$ cat src/rtl/cafu_pkg.sv
// Shared types and constants of the 8-bit arithmetic and flag unit.
`timescale 1ns / 1ps

package cafu_pkg;

   // Operation codes of the request channel.
   typedef enum logic [3:0] {
      CMD_ADC = 4'd0,
      CMD_SBC = 4'd1,
      CMD_CMP = 4'd2,
      CMD_CPX = 4'd3,
      CMD_CPY = 4'd4,
      CMD_ANC = 4'd5,
      CMD_ARR = 4'd6,
      CMD_ASR = 4'd7,
      CMD_SBX = 4'd8,
      CMD_DCP = 4'd9,
      CMD_ISC = 4'd10,
      CMD_RLA = 4'd11,
      CMD_RRA = 4'd12,
      CMD_SLO = 4'd13,
      CMD_SRE = 4'd14
   } cmd_type;

   // Destination register codes.
   typedef enum logic [1:0] {
      TGT_NONE = 2'd0,
      TGT_ACC  = 2'd1,
      TGT_X    = 2'd2
   } tgt_type;

   // Flag mask bits: N, Z, C, V from the top down.
   localparam int unsigned MASK_BIT_N = 3;
   localparam int unsigned MASK_BIT_Z = 2;
   localparam int unsigned MASK_BIT_C = 1;
   localparam int unsigned MASK_BIT_V = 0;

   localparam logic [3:0] MASK_NONE = 4'b0000;
   localparam logic [3:0] MASK_NZ   = 4'b1100;
   localparam logic [3:0] MASK_NZC  = 4'b1110;
   localparam logic [3:0] MASK_NZCV = 4'b1111;

   // BCD constants.
   localparam logic [4:0] BCD_LIMIT  = 5'd10;
   localparam logic [4:0] BCD_ADJ5   = 5'd6;
   localparam logic [5:0] BCD_ADJ6   = 6'd6;
   localparam logic [7:0] BCD_HI_ADJ = 8'h60;

   // Output of the decode stage.
   typedef struct packed {
      logic [7:0] alu_a;
      logic [7:0] alu_b;
      logic       alu_cin;
      logic       dec;
      logic       sub;
      logic       use_alu;
      logic [7:0] logic_val;
      logic       logic_c;
      tgt_type    tgt;
      logic [7:0] mem_val;
      logic       mem_wr;
      logic [3:0] mask;
      logic       cin_orig;
   } prep_type;

   // Output of the adder stage.
   typedef struct packed {
      logic [8:0] bin;
      logic       v_bin;
      logic       x7;
      logic       y7;
      logic [4:0] lo_sum;
      logic [4:0] hi_sum;
      logic [5:0] lo_diff;
      logic [9:0] hi_diff;
      logic       dec;
      logic       sub;
      logic       use_alu;
      logic [7:0] logic_val;
      logic       logic_c;
      tgt_type    tgt;
      logic [7:0] mem_val;
      logic       mem_wr;
      logic [3:0] mask;
      logic       cin_orig;
   } sum_type;

   // Finished result.
   typedef struct packed {
      logic [7:0] reg_value;
      tgt_type    reg_target;
      logic [7:0] mem_value;
      logic       mem_write;
      logic       flag_n;
      logic       flag_z;
      logic       flag_c;
      logic       flag_v;
      logic [3:0] flag_mask;
   } result_type;

endpackage

$ cat src/rtl/cpu8_arith_flag_unit.sv
// Top level of the 8-bit arithmetic and flag unit: three-stage pipeline.
//
//   Channel   Direction   Handshake            Payload
//   req_      in          req_valid/req_stall  cmd, acc, X, Y, operand, carry, decimal
//   rsp_      out         rsp_valid/rsp_stall  register value and target, memory byte,
//                                              N Z C V flags and flag mask
//
// Every request transfer yields exactly one response transfer, passing the decode, adder
// and flag registers. A new request may be transferred in every cycle without req_stall.
// The three stages are decode, adder and flag fix-up, each ending in a register.
// Reset is synchronous and active high; it clears the valid bits of all three stages.
// A stall holds each occupied stage in place; empty stages further up still fill, so
// the pipeline compresses bubbles while the response waits.
`timescale 1ns / 1ps

module cpu8_arith_flag_unit (
   input  logic       clock,
   input  logic       reset,

   input  logic       req_valid,
   output logic       req_stall,
   input  logic [3:0] req_cmd,
   input  logic [7:0] req_acc,
   input  logic [7:0] req_index_x,
   input  logic [7:0] req_index_y,
   input  logic [7:0] req_operand,
   input  logic       req_carry_flag,
   input  logic       req_decimal_mode,

   output logic       rsp_valid,
   input  logic       rsp_stall,
   output logic [7:0] rsp_reg_value,
   output logic [1:0] rsp_reg_target,
   output logic [7:0] rsp_mem_value,
   output logic       rsp_mem_write,
   output logic       rsp_flag_n,
   output logic       rsp_flag_z,
   output logic       rsp_flag_c,
   output logic       rsp_flag_v,
   output logic [3:0] rsp_flag_mask
);
   import cafu_pkg::*;

   logic       prep_valid;
   logic       prep_stall;
   prep_type   prep_data;
   logic       sum_valid;
   logic       sum_stall;
   sum_type    sum_data;
   result_type result;

   // Stage one decodes the operation and forms the read-modify-write byte, the adder
   // operands and the result of the purely logical operations.
   cafu_prep u_prep (
      .clock        (clock),
      .reset        (reset),
      .in_valid     (req_valid),
      .in_stall     (req_stall),
      .cmd          (req_cmd),
      .acc          (req_acc),
      .index_x      (req_index_x),
      .index_y      (req_index_y),
      .operand      (req_operand),
      .carry_flag   (req_carry_flag),
      .decimal_mode (req_decimal_mode),
      .out_valid    (prep_valid),
      .out_stall    (prep_stall),
      .out_data     (prep_data)
   );

   // Stage two runs the binary adder, shared by add, subtract and compare, and forms
   // the per-digit partial sums that decimal mode needs.
   cafu_sum u_sum (
      .clock     (clock),
      .reset     (reset),
      .in_valid  (prep_valid),
      .in_stall  (prep_stall),
      .in_data   (prep_data),
      .out_valid (sum_valid),
      .out_stall (sum_stall),
      .out_data  (sum_data)
   );

   // Stage three applies the decimal corrections, selects the flags and masks them;
   // its register is the response register.
   cafu_flags u_flags (
      .clock     (clock),
      .reset     (reset),
      .in_valid  (sum_valid),
      .in_stall  (sum_stall),
      .in_data   (sum_data),
      .out_valid (rsp_valid),
      .out_stall (rsp_stall),
      .out_data  (result)
   );

   assign rsp_reg_value  = result.reg_value;
   assign rsp_reg_target = result.reg_target;
   assign rsp_mem_value  = result.mem_value;
   assign rsp_mem_write  = result.mem_write;
   assign rsp_flag_n     = result.flag_n;
   assign rsp_flag_z     = result.flag_z;
   assign rsp_flag_c     = result.flag_c;
   assign rsp_flag_v     = result.flag_v;
   assign rsp_flag_mask  = result.flag_mask;

   // A decoded item held by a stall in the adder stage must still be there next cycle.
   assert property (@(posedge clock) disable iff (reset)
      (prep_valid && prep_stall) |=> prep_valid)
      else $error("decode stage lost an item while stalled");

   // An item in the adder stage that the flag stage takes must appear at the response.
   assert property (@(posedge clock) disable iff (reset)
      (sum_valid && !sum_stall) |=> rsp_valid)
      else $error("item taken by the flag stage did not reach the response");

   // A response without a destination register carries a zero value.
   assert property (@(posedge clock) disable iff (reset)
      (rsp_valid && (rsp_reg_target == TGT_NONE)) |-> (rsp_reg_value == 8'h00))
      else $error("register value not zero without a destination");

   // Memory write-back only comes with a flag mask that updates N and Z.
   assert property (@(posedge clock) disable iff (reset)
      (rsp_valid && rsp_mem_write) |-> (rsp_flag_mask[MASK_BIT_N] && rsp_flag_mask[MASK_BIT_Z]))
      else $error("memory write-back without an N and Z update");

endmodule

$ cat src/rtl/cafu_prep.sv
// Decode stage: operation decode, read-modify-write byte and adder operands.
`timescale 1ns / 1ps

module cafu_prep (
   input  logic                clock,
   input  logic                reset,
   input  logic                in_valid,
   output logic                in_stall,
   input  logic [3:0]          cmd,
   input  logic [7:0]          acc,
   input  logic [7:0]          index_x,
   input  logic [7:0]          index_y,
   input  logic [7:0]          operand,
   input  logic                carry_flag,
   input  logic                decimal_mode,
   output logic                out_valid,
   input  logic                out_stall,
   output cafu_pkg::prep_type  out_data
);
   import cafu_pkg::*;

   logic     valid_ff;
   prep_type data_ff;
   prep_type data_in;
   logic     load;

   assign in_stall  = valid_ff & out_stall;
   assign load      = ~in_stall;
   assign out_valid = valid_ff;
   assign out_data  = data_ff;

   always_comb begin
      logic [7:0] and_am;
      and_am = acc & operand;

      data_in           = '0;
      data_in.tgt       = TGT_NONE;
      data_in.mask      = MASK_NONE;
      data_in.cin_orig  = carry_flag;
      data_in.alu_a     = acc;
      data_in.alu_b     = operand;
      data_in.alu_cin   = carry_flag;

      case (cmd_type'(cmd))
         CMD_ADC: begin
            data_in.use_alu = 1'b1;
            data_in.dec     = decimal_mode;
            data_in.tgt     = TGT_ACC;
            data_in.mask    = MASK_NZCV;
         end
         CMD_SBC: begin
            data_in.use_alu = 1'b1;
            data_in.sub     = 1'b1;
            data_in.dec     = decimal_mode;
            data_in.tgt     = TGT_ACC;
            data_in.mask    = MASK_NZCV;
         end
         CMD_CMP, CMD_CPX, CMD_CPY: begin
            data_in.use_alu = 1'b1;
            data_in.sub     = 1'b1;
            data_in.alu_cin = 1'b1;
            data_in.mask    = MASK_NZC;
            if (cmd_type'(cmd) == CMD_CPX) begin
               data_in.alu_a = index_x;
            end else if (cmd_type'(cmd) == CMD_CPY) begin
               data_in.alu_a = index_y;
            end
         end
         CMD_ANC: begin
            data_in.logic_val = and_am;
            data_in.logic_c   = and_am[7];
            data_in.tgt       = TGT_ACC;
            data_in.mask      = MASK_NZC;
         end
         CMD_ARR: begin
            data_in.logic_val = {carry_flag, and_am[7:1]};
            data_in.tgt       = TGT_ACC;
            data_in.mask      = MASK_NZ;
         end
         CMD_ASR: begin
            data_in.logic_val = {1'b0, and_am[7:1]};
            data_in.logic_c   = and_am[0];
            data_in.tgt       = TGT_ACC;
            data_in.mask      = MASK_NZC;
         end
         CMD_SBX: begin
            data_in.use_alu = 1'b1;
            data_in.sub     = 1'b1;
            data_in.alu_a   = acc & index_x;
            data_in.alu_cin = 1'b1;
            data_in.tgt     = TGT_X;
            data_in.mask    = MASK_NZ;
         end
         CMD_DCP: begin
            data_in.mem_val = operand - 8'd1;
            data_in.mem_wr  = 1'b1;
            data_in.use_alu = 1'b1;
            data_in.sub     = 1'b1;
            data_in.alu_b   = operand - 8'd1;
            data_in.alu_cin = 1'b1;
            data_in.mask    = MASK_NZC;
         end
         CMD_ISC: begin
            data_in.mem_val = operand + 8'd1;
            data_in.mem_wr  = 1'b1;
            data_in.use_alu = 1'b1;
            data_in.sub     = 1'b1;
            data_in.dec     = decimal_mode;
            data_in.alu_b   = operand + 8'd1;
            data_in.tgt     = TGT_ACC;
            data_in.mask    = MASK_NZCV;
         end
         CMD_RLA: begin
            data_in.mem_val   = {operand[6:0], carry_flag};
            data_in.mem_wr    = 1'b1;
            data_in.logic_val = {operand[6:0], carry_flag} & acc;
            data_in.logic_c   = operand[7];
            data_in.tgt       = TGT_ACC;
            data_in.mask      = MASK_NZC;
         end
         CMD_RRA: begin
            // The bit rotated out of the byte becomes the carry into the add.
            data_in.mem_val = {carry_flag, operand[7:1]};
            data_in.mem_wr  = 1'b1;
            data_in.use_alu = 1'b1;
            data_in.dec     = decimal_mode;
            data_in.alu_b   = {carry_flag, operand[7:1]};
            data_in.alu_cin = operand[0];
            data_in.tgt     = TGT_ACC;
            data_in.mask    = MASK_NZCV;
         end
         CMD_SLO: begin
            data_in.mem_val   = {operand[6:0], 1'b0};
            data_in.mem_wr    = 1'b1;
            data_in.logic_val = {operand[6:0], 1'b0} | acc;
            data_in.logic_c   = operand[7];
            data_in.tgt       = TGT_ACC;
            data_in.mask      = MASK_NZC;
         end
         CMD_SRE: begin
            data_in.mem_val   = {1'b0, operand[7:1]};
            data_in.mem_wr    = 1'b1;
            data_in.logic_val = {1'b0, operand[7:1]} ^ acc;
            data_in.logic_c   = operand[0];
            data_in.tgt       = TGT_ACC;
            data_in.mask      = MASK_NZC;
         end
         default: begin
            data_in.tgt  = TGT_NONE;
            data_in.mask = MASK_NONE;
         end
      endcase
   end

   always_ff @(posedge clock) begin
      if (reset) begin
         valid_ff <= 1'b0;
      end else if (load) begin
         valid_ff <= in_valid;
      end
   end

   always_ff @(posedge clock) begin
      if (load && in_valid) begin
         data_ff <= data_in;
      end
   end

endmodule

$ cat src/rtl/cafu_sum.sv
// Adder stage: binary sum or difference and the BCD digit partial sums.
`timescale 1ns / 1ps

module cafu_sum (
   input  logic                clock,
   input  logic                reset,
   input  logic                in_valid,
   output logic                in_stall,
   input  cafu_pkg::prep_type  in_data,
   output logic                out_valid,
   input  logic                out_stall,
   output cafu_pkg::sum_type   out_data
);
   import cafu_pkg::*;

   logic    valid_ff;
   sum_type data_ff;
   sum_type data_in;
   logic    load;

   assign in_stall  = valid_ff & out_stall;
   assign load      = ~in_stall;
   assign out_valid = valid_ff;
   assign out_data  = data_ff;

   always_comb begin
      logic [7:0] b_eff;
      // Subtraction is an add of the inverted operand with carry as not-borrow.
      b_eff = in_data.sub ? ~in_data.alu_b : in_data.alu_b;

      data_in.bin     = {1'b0, in_data.alu_a} + {1'b0, b_eff} + {8'b0, in_data.alu_cin};
      data_in.v_bin   = (in_data.alu_a[7] ^ data_in.bin[7]) & (b_eff[7] ^ data_in.bin[7]);
      data_in.x7      = in_data.alu_a[7];
      data_in.y7      = in_data.alu_b[7];
      data_in.lo_sum  = {1'b0, in_data.alu_a[3:0]} + {1'b0, in_data.alu_b[3:0]}
                        + {4'b0, in_data.alu_cin};
      data_in.hi_sum  = {1'b0, in_data.alu_a[7:4]} + {1'b0, in_data.alu_b[7:4]};
      data_in.lo_diff = {2'b0, in_data.alu_a[3:0]} - {2'b0, in_data.alu_b[3:0]}
                        - {5'b0, ~in_data.alu_cin};
      data_in.hi_diff = {2'b0, in_data.alu_a[7:4], 4'b0} - {2'b0, in_data.alu_b[7:4], 4'b0};

      data_in.dec       = in_data.dec;
      data_in.sub       = in_data.sub;
      data_in.use_alu   = in_data.use_alu;
      data_in.logic_val = in_data.logic_val;
      data_in.logic_c   = in_data.logic_c;
      data_in.tgt       = in_data.tgt;
      data_in.mem_val   = in_data.mem_val;
      data_in.mem_wr    = in_data.mem_wr;
      data_in.mask      = in_data.mask;
      data_in.cin_orig  = in_data.cin_orig;
   end

   always_ff @(posedge clock) begin
      if (reset) begin
         valid_ff <= 1'b0;
      end else if (load) begin
         valid_ff <= in_valid;
      end
   end

   always_ff @(posedge clock) begin
      if (load && in_valid) begin
         data_ff <= data_in;
      end
   end

endmodule

$ cat src/rtl/cafu_flags.sv
// Flag stage: BCD fix-ups, flag selection, masking and the result register.
`timescale 1ns / 1ps

module cafu_flags (
   input  logic                 clock,
   input  logic                 reset,
   input  logic                 in_valid,
   output logic                 in_stall,
   input  cafu_pkg::sum_type    in_data,
   output logic                 out_valid,
   input  logic                 out_stall,
   output cafu_pkg::result_type out_data
);
   import cafu_pkg::*;

   logic       valid_ff;
   result_type data_ff;
   result_type data_in;
   logic       load;

   assign in_stall  = valid_ff & out_stall;
   assign load      = ~in_stall;
   assign out_valid = valid_ff;
   assign out_data  = data_ff;

   always_comb begin
      logic [7:0] val;
      logic       n;
      logic       z;
      logic       c;
      logic       v;
      logic [4:0] lo_adj;
      logic [4:0] hi_inc;
      logic [4:0] hi_adj;
      logic [7:0] mid;
      logic [5:0] t_adj;
      logic [5:0] t_fix;
      logic [9:0] res;

      lo_adj = in_data.lo_sum + BCD_ADJ5;
      hi_inc = in_data.hi_sum;
      if (in_data.lo_sum >= BCD_LIMIT) begin
         hi_inc = in_data.hi_sum + 5'd1;
      end
      mid    = {hi_inc[3:0], (in_data.lo_sum >= BCD_LIMIT) ? lo_adj[3:0] : in_data.lo_sum[3:0]};
      hi_adj = hi_inc + BCD_ADJ5;

      t_adj = in_data.lo_diff - BCD_ADJ6;
      t_fix = in_data.lo_diff[5] ? {2'b11, t_adj[3:0]} : in_data.lo_diff;
      res   = in_data.hi_diff + {{4{t_fix[5]}}, t_fix};

      if (!in_data.use_alu) begin
         val = in_data.logic_val;
         n   = val[7];
         z   = (val == 8'h00);
         c   = in_data.logic_c;
         v   = 1'b0;
      end else if (!in_data.dec) begin
         val = in_data.bin[7:0];
         n   = val[7];
         z   = (val == 8'h00);
         c   = in_data.bin[8];
         v   = in_data.v_bin;
      end else if (!in_data.sub) begin
         // Decimal add: Z from the binary sum, N and V from the half-adjusted sum.
         z   = (in_data.bin[7:0] == 8'h00);
         n   = mid[7];
         v   = (in_data.x7 ^ mid[7]) & (in_data.y7 ^ mid[7]);
         c   = (hi_inc >= BCD_LIMIT);
         val = {c ? hi_adj[3:0] : hi_inc[3:0], mid[3:0]};
      end else begin
         // Decimal subtract: N, Z and V come from the binary difference.
         n   = in_data.bin[7];
         z   = (in_data.bin[7:0] == 8'h00);
         v   = in_data.v_bin;
         c   = ~res[9];
         val = res[9] ? (res[7:0] - BCD_HI_ADJ) : res[7:0];
      end

      data_in.reg_value  = (in_data.tgt == TGT_NONE) ? 8'h00 : val;
      data_in.reg_target = in_data.tgt;
      data_in.mem_value  = in_data.mem_wr ? in_data.mem_val : 8'h00;
      data_in.mem_write  = in_data.mem_wr;
      data_in.flag_n     = n & in_data.mask[MASK_BIT_N];
      data_in.flag_z     = z & in_data.mask[MASK_BIT_Z];
      data_in.flag_c     = in_data.mask[MASK_BIT_C] ? c : in_data.cin_orig;
      data_in.flag_v     = v & in_data.mask[MASK_BIT_V];
      data_in.flag_mask  = in_data.mask;
   end

   always_ff @(posedge clock) begin
      if (reset) begin
         valid_ff <= 1'b0;
      end else if (load) begin
         valid_ff <= in_valid;
      end
   end

   always_ff @(posedge clock) begin
      if (load && in_valid) begin
         data_ff <= data_in;
      end
   end

endmodule
$ cat config.mk
export PLATFORM = sky130hd
export DESIGN_NAME = cpu8_arith_flag_unit
export DESIGN_NICKNAME = d
export VERILOG_FILES = /design/src/rtl/cafu_pkg.sv /design/src/rtl/cpu8_arith_flag_unit.sv /design/src/rtl/cafu_prep.sv /design/src/rtl/cafu_sum.sv /design/src/rtl/cafu_flags.sv
export SDC_FILE = /design/constraint.sdc
export NUM_CORES = 1
export LEC_CHECK = 0
export BUFFER_PORTS_ARGS = -buffer_cell sky130_fd_sc_hd__buf_2
export CORE_ASPECT_RATIO = 1.5
export CORE_MARGIN = 5
export CORE_UTILIZATION = 60
export DETAILED_ROUTE_END_ITERATION = 8
export PLACE_DENSITY = 0.81
export REMOVE_ABC_BUFFERS = 1
export SETUP_SLACK_MARGIN = 0.5
export SLEW_MARGIN = 5
export SYNTH_ARGS = -nofsm -noshare
export SYNTH_HDL_FRONTEND = slang
export SYNTH_SLANG_ARGS = --single-unit
$ cat constraint.sdc
create_clock -name clock -period 5 [get_ports clock]
set_input_delay 0 -clock clock [delete_from_list [all_inputs] [get_ports clock]]
set_output_delay 0 -clock clock [all_outputs]
set_load 0.01 [all_outputs]
==> results_dict.tcl, run 1 <==
set metrics [dict create \
    synth_top_area_share_pct 51.0 \
    track_usage_pct 26.2 \
    clock_latency_ns 0.42 \
    design.core.area_mm2 0.0124 \
    cpMostUsedCell "ha_1" \
    synthArstFlopShare_pct 0 \
    grt_setup_unrepaired "false" \
    power_mw 3.30 \
    final_cell_mix "edfxtp_1, buf_2, nor2_1" \
    tightest_slew_ns 1.16 \
    rows 50 \
    dp.cells 885 \
    critPathMaxFanout 6 \
    cts_tree "done" \
    p_clk_share_pct 37.7 \
    port_buffers 70 \
    drtPass1Iterations 6 \
    sequentialPowerShare_pct 43.2 \
    h-tree-depth 4 \
    post_cts_resize_count 0 \
    p_sw_mw 0.974 \
    drt_iter0_markers 331 \
    finalClockSkew_ns 0.00889 \
    r2r_cells 10 \
    fin_setup_tns_ns 0 \
    drc 0 \
    yosysTopAreaCell "edfxtp_1" \
    drv_slew 0 \
    timing_worst_setup_path_type "flip-flop to flip-flop" \
    synth_area_leaders "edfxtp_1, ha_1, a21oi_1, nor2_1, nand2_1" \
    global_route.usage.met3_pct 3.59 \
    wl_um 18900 \
    p_comb_share_pct 19.2 \
    top_usage_layer "met2" \
    timing.final.crit_share_pct 63.5 \
    layout.nets 845 \
    die-width_um 102 \
    fillers 882 \
    cpLargestDelayFamily "simple AND/OR/NAND/NOR gates" \
    grt_pass1_vias 5779 \
    startpoint_type "flip-flop" \
    vias 5778 \
    crit_required_ns 5.24 \
    area_growth_pct 15.3 \
    post-route-util_pct 70.3 \
    numCtsBuffers 17 \
    cts.sinks 132 \
    ctsHoldBuffers 11 \
    drive_gt1_share_pct 15.9 \
    p_leak_nw 3.46 \
    slowest_stage "or4b_1" \
    grt_use_met1_pct 29.8 \
    synthFlopType "edfxtp_1" \
    diodes 0 \
    place_congestion 1.05 \
    syn_avg_cell_area_um2 11.0 \
    internal_power_mw 2.33 \
    end_kind "flip-flop" \
    slew_headroom_pct 22.4 \
    dp_hpwl_um 14000 \
    initial_core_util_pct 61.0 \
    path_depth 10 \
    avgViaCountPerCell 6.23 \
    ys_ff_latch 132 \
    clock.fmax_mhz 315 \
    ir_drop_mv 0.211 \
    clk_path_buf_depth 2 \
    grt-ovfl-total 0 \
    path_buf_inv 1 \
    postRouteAntennaNets 0 \
    min_path_cells 3 \
    worstHoldPathType "input port to flip-flop" \
    p_per_area_mw_per_mm2 378 \
    finalHoldViolCount 0 \
    fin_cells 928 \
    synthesis.area_mm2 0.00759 \
    die_area_mm2 0.0150 \
    regArea_mm2 0.00393 \
    setup_viol_count_final 0 \
    slowest_delay_ns 0.49 \
    ios 71 \
    antenna_found_initial 0 \
    cp_cell_sequence "inv_1, ha_1, and2b_1, or3_1, nand2_1, xor2_1, ha_1, o221a_4, or4b_1, a221oi_2" \
    wl_per_cell_um 20.4 \
    layout_commonest_cell "edfxtp_1" \
    ys_types 69 \
    post_cts_buffers 0 \
    seq_area_frac_synth_pct 51.8 \
    grtUsageMet2_pct 46.7 \
    multi_input_area_mm2 0.00338 \
    cap_violations 0 \
    die_height_um 148 \
    clk_pin_slew_ns 0.06 \
    timing.final.crit_period_ns 3.17 \
    switching_share_pct 29.5 \
    synth-edff-count 129 \
    postSynthCellCount 688 \
    ys_warn_count 0 \
    grt_max_degree 60 \
    cp.arrival_ns 3.42 \
    root_buffer "clkbuf_16" \
    outcome "finished, final reports clean" \
    grt_pass1_wl_um 30100 \
]
==> worst reg2reg max path, cell delays in order (launching register included) <==
cell and delay (ns):
edfxtp_1 0.44, inv_1 0.10, ha_1 0.20, and2b_1 0.25
or3_1 0.46, nand2_1 0.13, xor2_1 0.08, ha_1 0.27
o221a_4 0.32, or4b_1 0.50, a221oi_2 0.25
==> power by group through the flow <==
stage	registers [mW]	logic (mW)	clock network, mW
CTS	1.42	0.625	1.26
detailed placement	1.45	0.609	0
finish	1.43	0.633	1.25
global placement	1.44	0.576	0
floorplan	1.43	0.416	0
global route	1.44	0.695	1.31
==> layout make-up <==
type	instances	area share, %
multi-input cells	481	38.6
flip-flops and latches	132	44.9
inverters	43	1.84
repair buffers	84	5.52
clock buffers	17	4.86
well taps	156	2.23
clock inverters	15	2.02
==> metrics by stage <==
stage                     instance area, um2  hold slack [ns]  worst slack (ns)
after floorplan                         7450           0.0691              1.34
after global placement                  8040            0.186              2.05
after detailed placement                8040            0.196              1.90
after CTS                               8750        0.0000544              1.86
after global routing                    8750           0.0172              1.68
final                                   8750          0.00411              1.83
==> state kept, by name (all words and copies together), names as in the netlist <==
signal	flops
u_sum.out_valid	1
u_prep.out_valid	1
u_sum.out_data	59
u_flags.out_data	26
u_prep.out_data	44
u_flags.out_valid	1
==> cell usage after synthesis (all sizes together) (5+ instances only) <==
master and n:
edfxtp 129, nor2 56, nand2 54, a21oi 49, inv 42, ha 36, clkbuf 23, xor2 23
o21ai 21, o22ai 19, mux2i 14, xnor2 14, a21o 13, nor3 13, nand3 12, nand2b 11
and2 10, nor2b 10, a221o 9, buf 9, fa 8, a211oi 7, a22oi 7, or2 7
and3 6, o221ai 6, a21boi 5, nor3b 5, nor4 5, o211ai 5, o21bai 5, o31ai 5
==> worst paths after layout <==
check | from | endpoint | slack [ns]
hold reg to reg | u_prep.out_data[17]$_DFFE_PP_ | u_sum.out_data[17]$_DFFE_PP_ | 0.41
setup / recovery | u_sum.out_data[50]$_DFFE_PP_ | u_flags.out_data[26]$_SDFFCE_PN0P_ | 1.83
setup reg to reg | u_sum.out_data[50]$_DFFE_PP_ | u_flags.out_data[26]$_SDFFCE_PN0P_ | 1.83
hold / removal | req_acc[0] | u_prep.out_data[37]$_DFFE_PP_ | 0.004
==> per-layer routing <==
metal,wire (um),vias up
met5,0,-
met4,938,0
met3,910,60
met2,10200,250
met1,6870,2768
li1,-,2700
==> cell families (layout without fill, tap and decap cells) <==
logic type / after synthesis / in the layout / share of synthesized area (%)
xor gates and xnor gates: 37 / 37 / 4.27
AOI/OAI and AO/OA: 185 / 185 / 17.0
muxes: 14 / 14 / 1.85
buffers and inverters: 75 / 159 / 3.91
adders and majority gates: 44 / 44 / 8.05
and+or+nand+nor: 201 / 201 / 13.1
DFF: 132 / 132 / 51.8
No activity file was read; power rests on OpenSTA's default activity.
==> run 2: changes to the inputs <==
Clock period 5 ns to 3.1 ns, I/O delays scaled along.
==> run 2 against run 1 <==
  * Global-route usage increased by 0.23 points
  * Non-clock buffer count grew 22
  * Sequential cell count unchanged
  * Clock power grew 50%
  * Clock skew about the same
  * Register-to-register slack lost 1.6 ns
  * Sequential power increased by 60%
  * Sequential share of layout area fell by 1.1 points
  * Cell count increased by 2.4%
  * Hold slack got worse by 0.0015 ns
  * Critical path type unchanged
  * Cell area rose by 2.5%
==> results_dict.tcl, run 2 (synthesis gave the netlist of run 1 again) <==
set metrics [dict create \
    wl_um 19400 \
    grt_use_met1_pct 29.9 \
    drtPass1Iterations 5 \
    outcome "finished, final reports clean" \
    internal_power_mw 3.71 \
    place_congestion 1.05 \
    die_height_um 148 \
    grt_pass1_vias 5921 \
    p_leak_nw 3.55 \
    grt-ovfl-total 0 \
    grt_setup_unrepaired "true" \
    die_area_mm2 0.0150 \
    grtUsageMet2_pct 45.4 \
    clock_latency_ns 0.42 \
    cp.arrival_ns 3.07 \
    vias 5931 \
    antenna_found_initial 0 \
    slew_headroom_pct 40.8 \
    clk_pin_slew_ns 0.06 \
    crit_required_ns 3.35 \
    h-tree-depth 4 \
    reg2reg_slack_ns 0.27 \
    ios 71 \
    design.core.area_mm2 0.0124 \
    power_mw 5.28 \
    finalClockSkew_ns 0.00937 \
    drt_iter0_markers 451 \
    initial_core_util_pct 61.0 \
    sequentialPowerShare_pct 43.4 \
    cts.sinks 132 \
    avgViaCountPerCell 6.24 \
    worstHoldPathType "input port to flip-flop" \
    end_kind "flip-flop" \
    drive_gt1_share_pct 19.6 \
    postRouteAntennaNets 0 \
    wl_per_cell_um 20.4 \
    tightest_slew_ns 0.881 \
    grt_max_degree 60 \
    drv_slew 0 \
    layout.nets 867 \
    timing.final.crit_share_pct 91.2 \
    fin_setup_tns_ns 0 \
    die-width_um 102 \
    cts_tree "done" \
    dp_hpwl_um 13700 \
    port_buffers 70 \
    largest_reg_flops 59 \
    critPathMaxFanout 7 \
    clock.fmax_mhz 354 \
    timing_worst_setup_path_type "flip-flop to flip-flop" \
    p_comb_share_pct 21.0 \
    drc 0 \
    timing.final.crit_period_ns 2.83 \
    clk_path_buf_depth 2 \
    numCtsBuffers 17 \
    setup_viol_count_final 0 \
    p_clk_share_pct 35.6 \
    final_cell_mix "edfxtp_1, buf_2, nor2_1" \
    p_sw_mw 1.57 \
    track_usage_pct 26.4 \
    p_per_area_mw_per_mm2 589 \
    hold_slack_ns 0.00261 \
    layout_commonest_cell "edfxtp_1" \
    area_growth_pct 18.2 \
    switching_share_pct 29.8 \
    ir_drop_mv 0.329 \
    finalHoldViolCount 0 \
    cap_violations 0 \
    root_buffer "clkbuf_16" \
    rows 50 \
    startpoint_type "flip-flop" \
    top_usage_layer "met2" \
    global_route.usage.met3_pct 4.25 \
    grt_pass1_wl_um 30200 \
    diodes 0 \
]
[run 2: changes by cell type in the layout (fill, tap and decap cells not counted), moves of 2 or more]
cell / before / now
buf_4: 3 / 21
ha_2: 0 / 2
xor2_1: 23 / 20
inv_8: 7 / 4
dlygate4sd3_1: 11 / 15
clkinv_4: 0 / 2
clkinvlp_4: 1 / 3
xor2_2: 0 / 3
ha_1: 36 / 33
[run 2: layer usage]
metal | vias to the layer above | part of all wire [%]
met3 | 78 | 5.2
met1 | 2811 | 36
met4 | 0 | 6.5
met2 | 295 | 52
met5 | - | 0
li1 | 2747 | -
[run 2: path summary, 6_finish.rpt]
| check | from | to | depth (start not counted) |
|---|---|---|---|
| min reg2reg | u_prep.out_data[20]$_DFFE_PP_ | u_sum.out_data[20]$_DFFE_PP_ | 0 |
| max | u_sum.out_data[51]$_DFFE_PP_ | u_flags.out_data[26]$_SDFFCE_PN0P_ | 9 |
| max reg2reg | u_sum.out_data[51]$_DFFE_PP_ | u_flags.out_data[26]$_SDFFCE_PN0P_ | 9 |
| min | req_index_x[2] | u_prep.out_data[39]$_DFFE_PP_ | 3 |
[run 2: power by group through the flow]
stage	sequential [mW]	clock, mW	combinational [mW]
after global routing	2.31	1.99	1.20
after floorplan	2.30	0	0.671
after global placement	2.32	0	0.939
after detailed placement	2.33	0	0.996
after CTS	2.29	1.90	1.06
final	2.29	1.88	1.11
[run 2: final cells by class]
class / instances / area, um2
clock buffers: 17 / 425
clock inverters: 15 / 141
fillers: 858 / 3480
inverters: 43 / 161
multi-input cells: 481 / 3450
flip-flops and latches: 132 / 3930
well taps: 156 / 195
repair buffers: 106 / 658
[run 2: critical path, stage by stage, from the launching register on]
cell and delay, ns:
edfxtp_1 0.41, inv_2 0.10, ha_4 0.13, and2b_2 0.24
buf_4 0.15, o31ai_2 0.29, xor2_2 0.22, o221a_4 0.35
or4b_4 0.49, a221oi_2 0.25
[run 2: what timing repair did]
item | in CTS | in global routing
gates resized for setup | 8 | 9
buffers inserted | 8 | 3
endpoints found under the hold margin | 12 | 0
hold buffers | 15 | 0
endpoints found under the setup margin | 5 | 5
pin swaps | 2 | 2
[run 2: metrics by stage]
| stage | instance area (um2) | cells | utilization [%] | worst slack (ns) |
|---|---|---|---|---|
| 3_3_place_gp | 8090 | 892 | 65.0 | 0.268 |
| 5_1_grt | 8970 | 950 | 72.0 | 0.243 |
| 3_5_place_dp | 8090 | 892 | 65.0 | 0.120 |
| 2_1_floorplan | 7450 | 656 | - | -0.563 |
| 4_1_cts | 8900 | 947 | 71.5 | 0.313 |
| 6_report | 8970 | 950 | 72.0 | 0.273 |
==> run 3: changes to the inputs <==
Settings changed: ABC_AREA from default to 1.
==> run 3 against run 2 <==
  * Sequential cell count unchanged
  * Cell area fell by 1.0%
  * Non-clock buffer count shrank 1
  * Clock skew increased by 0.0018 ns
  * Clock-buffer cell count grew 1
  * Hold slack improved by 0.014 ns
  * Critical path depth is 2 higher
  * Sequential share of layout area increased by 0.46 points
  * Total power down 3.5%
  * First-iteration DRC count fell by 7.5%
  * Register-to-register slack better by 0.37 ns
  * Core utilization is essentially flat
  * Critical path type unchanged
  * Critical endpoint is now u_sum.out_data[56]$_DFFE_PP_
==> results_dict.tcl, run 3 <==
set metrics [dict create \
    drc 0 \
    cts_tree "done" \
    worstHoldPathType "input port to flip-flop" \
    synth_area_leaders "edfxtp_1, ha_1, inv_1, nand2_1, a21oi_1" \
    synthFlopType "edfxtp_1" \
    r2r-start "u_prep.out_data[26]$_DFFE_PP_" \
    clock_latency_ns 0.41 \
    timing.final.crit_period_ns 2.46 \
    ios 71 \
    critPathMaxFanout 7 \
    synthArstFlopShare_pct 0 \
    ys_types 47 \
    design.core.area_mm2 0.0123 \
    yosys.area_share.simple_pct 14.5 \
    hp-start "req_acc[1]" \
    cts.sinks 132 \
    vias 6041 \
    internal_power_mw 3.64 \
    power_mw 5.10 \
    place_congestion 0.983 \
    cp_cell_sequence "buf_4, xor2_1, ha_1, a21oi_1, nand2_1, nand4_1, o211ai_1, xor2_1, o21ai_1, o21ai_0, inv_1" \
    p_per_area_mw_per_mm2 574 \
    crit_required_ns 3.25 \
    grt_setup_unrepaired "true" \
    clk_path_buf_depth 2 \
    synth_top_area_share_pct 51.9 \
    synth-edff-count 129 \
    grt_pass1_wl_um 30500 \
    cp.arrival_ns 2.61 \
    final_cell_mix "edfxtp_1, nand2_1, inv_1" \
    die-width_um 101 \
    synthesis.area_mm2 0.00746 \
    fillers 849 \
    synth_common_cells "edfxtp_1, inv_1, nand2_1" \
    grt_max_degree 45 \
    seq_area_frac_synth_pct 52.7 \
    end_kind "flip-flop" \
    postSynthCellCount 739 \
    initial_core_util_pct 60.6 \
    synth_top_family_by_area "simple AND/OR/NAND/NOR gates" \
    die_height_um 147 \
    largest_reg_flops 59 \
    syn_avg_cell_area_um2 10.1 \
    slowest_stage "edfxtp_1" \
    grt_pass1_vias 6050 \
    cpMostUsedCell "xor2_1" \
    diodes 0 \
    antenna_found_initial 0 \
    layout.nets 934 \
    p_clk_share_pct 37.6 \
    h-tree-depth 4 \
    synthAdderAreaFrac_pct 8.18 \
    cpLargestDelayFamily "flip-flops" \
    wl_per_cell_um 18.9 \
    regArea_mm2 0.00393 \
    tightest_slew_ns 0.686 \
    cap_violations 0 \
    fin_cells 1017 \
    finalHoldViolCount 0 \
    p_sw_mw 1.46 \
    p_leak_nw 3.77 \
    rows 50 \
    synth_most_common_cell "edfxtp_1" \
    synthXorXnorAreaFrac_pct 3.40 \
    numCtsBuffers 17 \
    ir_drop_mv 0.396 \
    drive_gt1_share_pct 21.0 \
    synth-compound-area-share_pct 14.1 \
    ys_warn_count 0 \
    outcome "finished, final reports clean" \
    yosysTopAreaCell "edfxtp_1" \
    path_buf_inv 2 \
    clk_pin_slew_ns 0.06 \
    postRouteAntennaNets 0 \
    avgViaCountPerCell 5.94 \
    ys_ff_latch 132 \
    sequentialPowerShare_pct 43.8 \
    drt_iter0_markers 417 \
    setup_viol_count_final 0 \
    grt-ovfl-total 0 \
    drtPass1Iterations 5 \
    fin_setup_tns_ns 0 \
    multi_input_area_mm2 0.00307 \
    timing_worst_setup_path_type "flip-flop to flip-flop" \
    track_usage_pct 26.7 \
    drv_slew 0 \
    dp_hpwl_um 14000 \
    slew_headroom_pct 54.2 \
    finalClockSkew_ns 0.0112 \
    port_buffers 70 \
    area_growth_pct 18.9 \
    root_buffer "clkbuf_16" \
    p_comb_share_pct 18.6 \
    switching_share_pct 28.6 \
    die_area_mm2 0.0148 \
    wl_um 19200 \
    slowest_delay_ns 0.51 \
    startpoint_type "flip-flop" \
    timing.final.crit_share_pct 79.2 \
    clock.fmax_mhz 407 \
    critPathLaunch "u_prep.out_data[26]$_DFFE_PP_" \
    dp.cells 954 \
    synthMuxAreaShare_pct 0.134 \
    layout_commonest_cell "edfxtp_1" \
]
-- run 3: changes by cell type in the layout (fill, tap and decap cells not counted), sizes merged, moves of 10 or more --
cell	delta
o22ai	-11
o21ai	+20
a21o	-13
o221ai	+10
nand2	+52
inv	+78
nand2b	-11
nand3	+26
mux2i	-13
nor2b	-10
-- run 3: power by group through the flow --
stage               logic [mW]  registers, mW  clock network, mW
floorplan                0.579           2.24                  0
global placement         0.797           2.26                  0
detailed placement       0.834           2.27                  0
CTS                      0.870           2.23               1.93
global route              1.05           2.24               2.03
finish                   0.947           2.23               1.92
-- run 3: area by class of cell --
class | instances | area share [%]
clock buffer | 18 | 4.84
clock inverter | 14 | 1.58
inverter | 120 | 5.08
multi-input combinational | 472 | 34.6
sequential | 132 | 44.3
tap | 156 | 2.20
timing repair buffer | 105 | 7.43
-- run 3: worst reg2reg max path: stages (launching register included) --
cell	delay (ns)
edfxtp_1	0.51
buf_4	0.21
xor2_1	0.14
ha_1	0.34
a21oi_1	0.16
nand2_1	0.13
nand4_1	0.09
o211ai_1	0.10
xor2_1	0.25
o21ai_1	0.10
o21ai_0	0.10
inv_1	0.08
-- run 3: worst paths after layout --
kind,endpoint,slack [ns],depth (start not counted)
setup / recovery,u_sum.out_data[56]$_DFFE_PP_,0.64,11
hold / removal,u_prep.out_data[38]$_DFFE_PP_,0.02,3
hold reg to reg,u_sum.out_data[25]$_DFFE_PP_,0.42,0
setup reg to reg,u_sum.out_data[56]$_DFFE_PP_,0.64,11
-- run 3: repair_timing --
action,in CTS,in global routing
hold buffers,17,0
endpoints found under the hold margin,14,0
pin swaps,0,11
setup endpoints to repair,1,7
gates resized for setup,0,16
setup buffers,1,13
cloned,0,0
-- run 3: stage by stage --
| stage | instance area [um2] | hold WS, ns | utilization (%) | worst slack [ns] |
|---|---|---|---|---|
| after floorplan | 7390 | 0.0691 | - | 0.187 |
| after global placement | 7980 | 0.184 | 64.7 | 0.607 |
| after detailed placement | 7980 | 0.199 | 64.7 | 0.490 |
| after CTS | 8730 | 0.00968 | 70.8 | 0.518 |
| after global routing | 8870 | 0.0310 | 72.0 | 0.428 |
| final | 8870 | 0.0171 | 72.0 | 0.645 |
-- run 3: cells by family after synthesis --
family	count (synthesis)
xor gates and xnor gates	29
and+or+nand+nor	234
DFF	132
AOI/OAI and AO/OA	164
muxes	1
adders and majority gates	44
buffers and inverters	135
-- run 3: per-layer routing --
metal | part of all wire (%) | up-vias | global-route usage (%)
li1 | - | 2819 | -
met1 | 37 | 2855 | 31.3
met2 | 52 | 288 | 45.9
met3 | 5.4 | 79 | 4.35
met4 | 5.6 | 0 | 14.6
met5 | 0 | - | 0
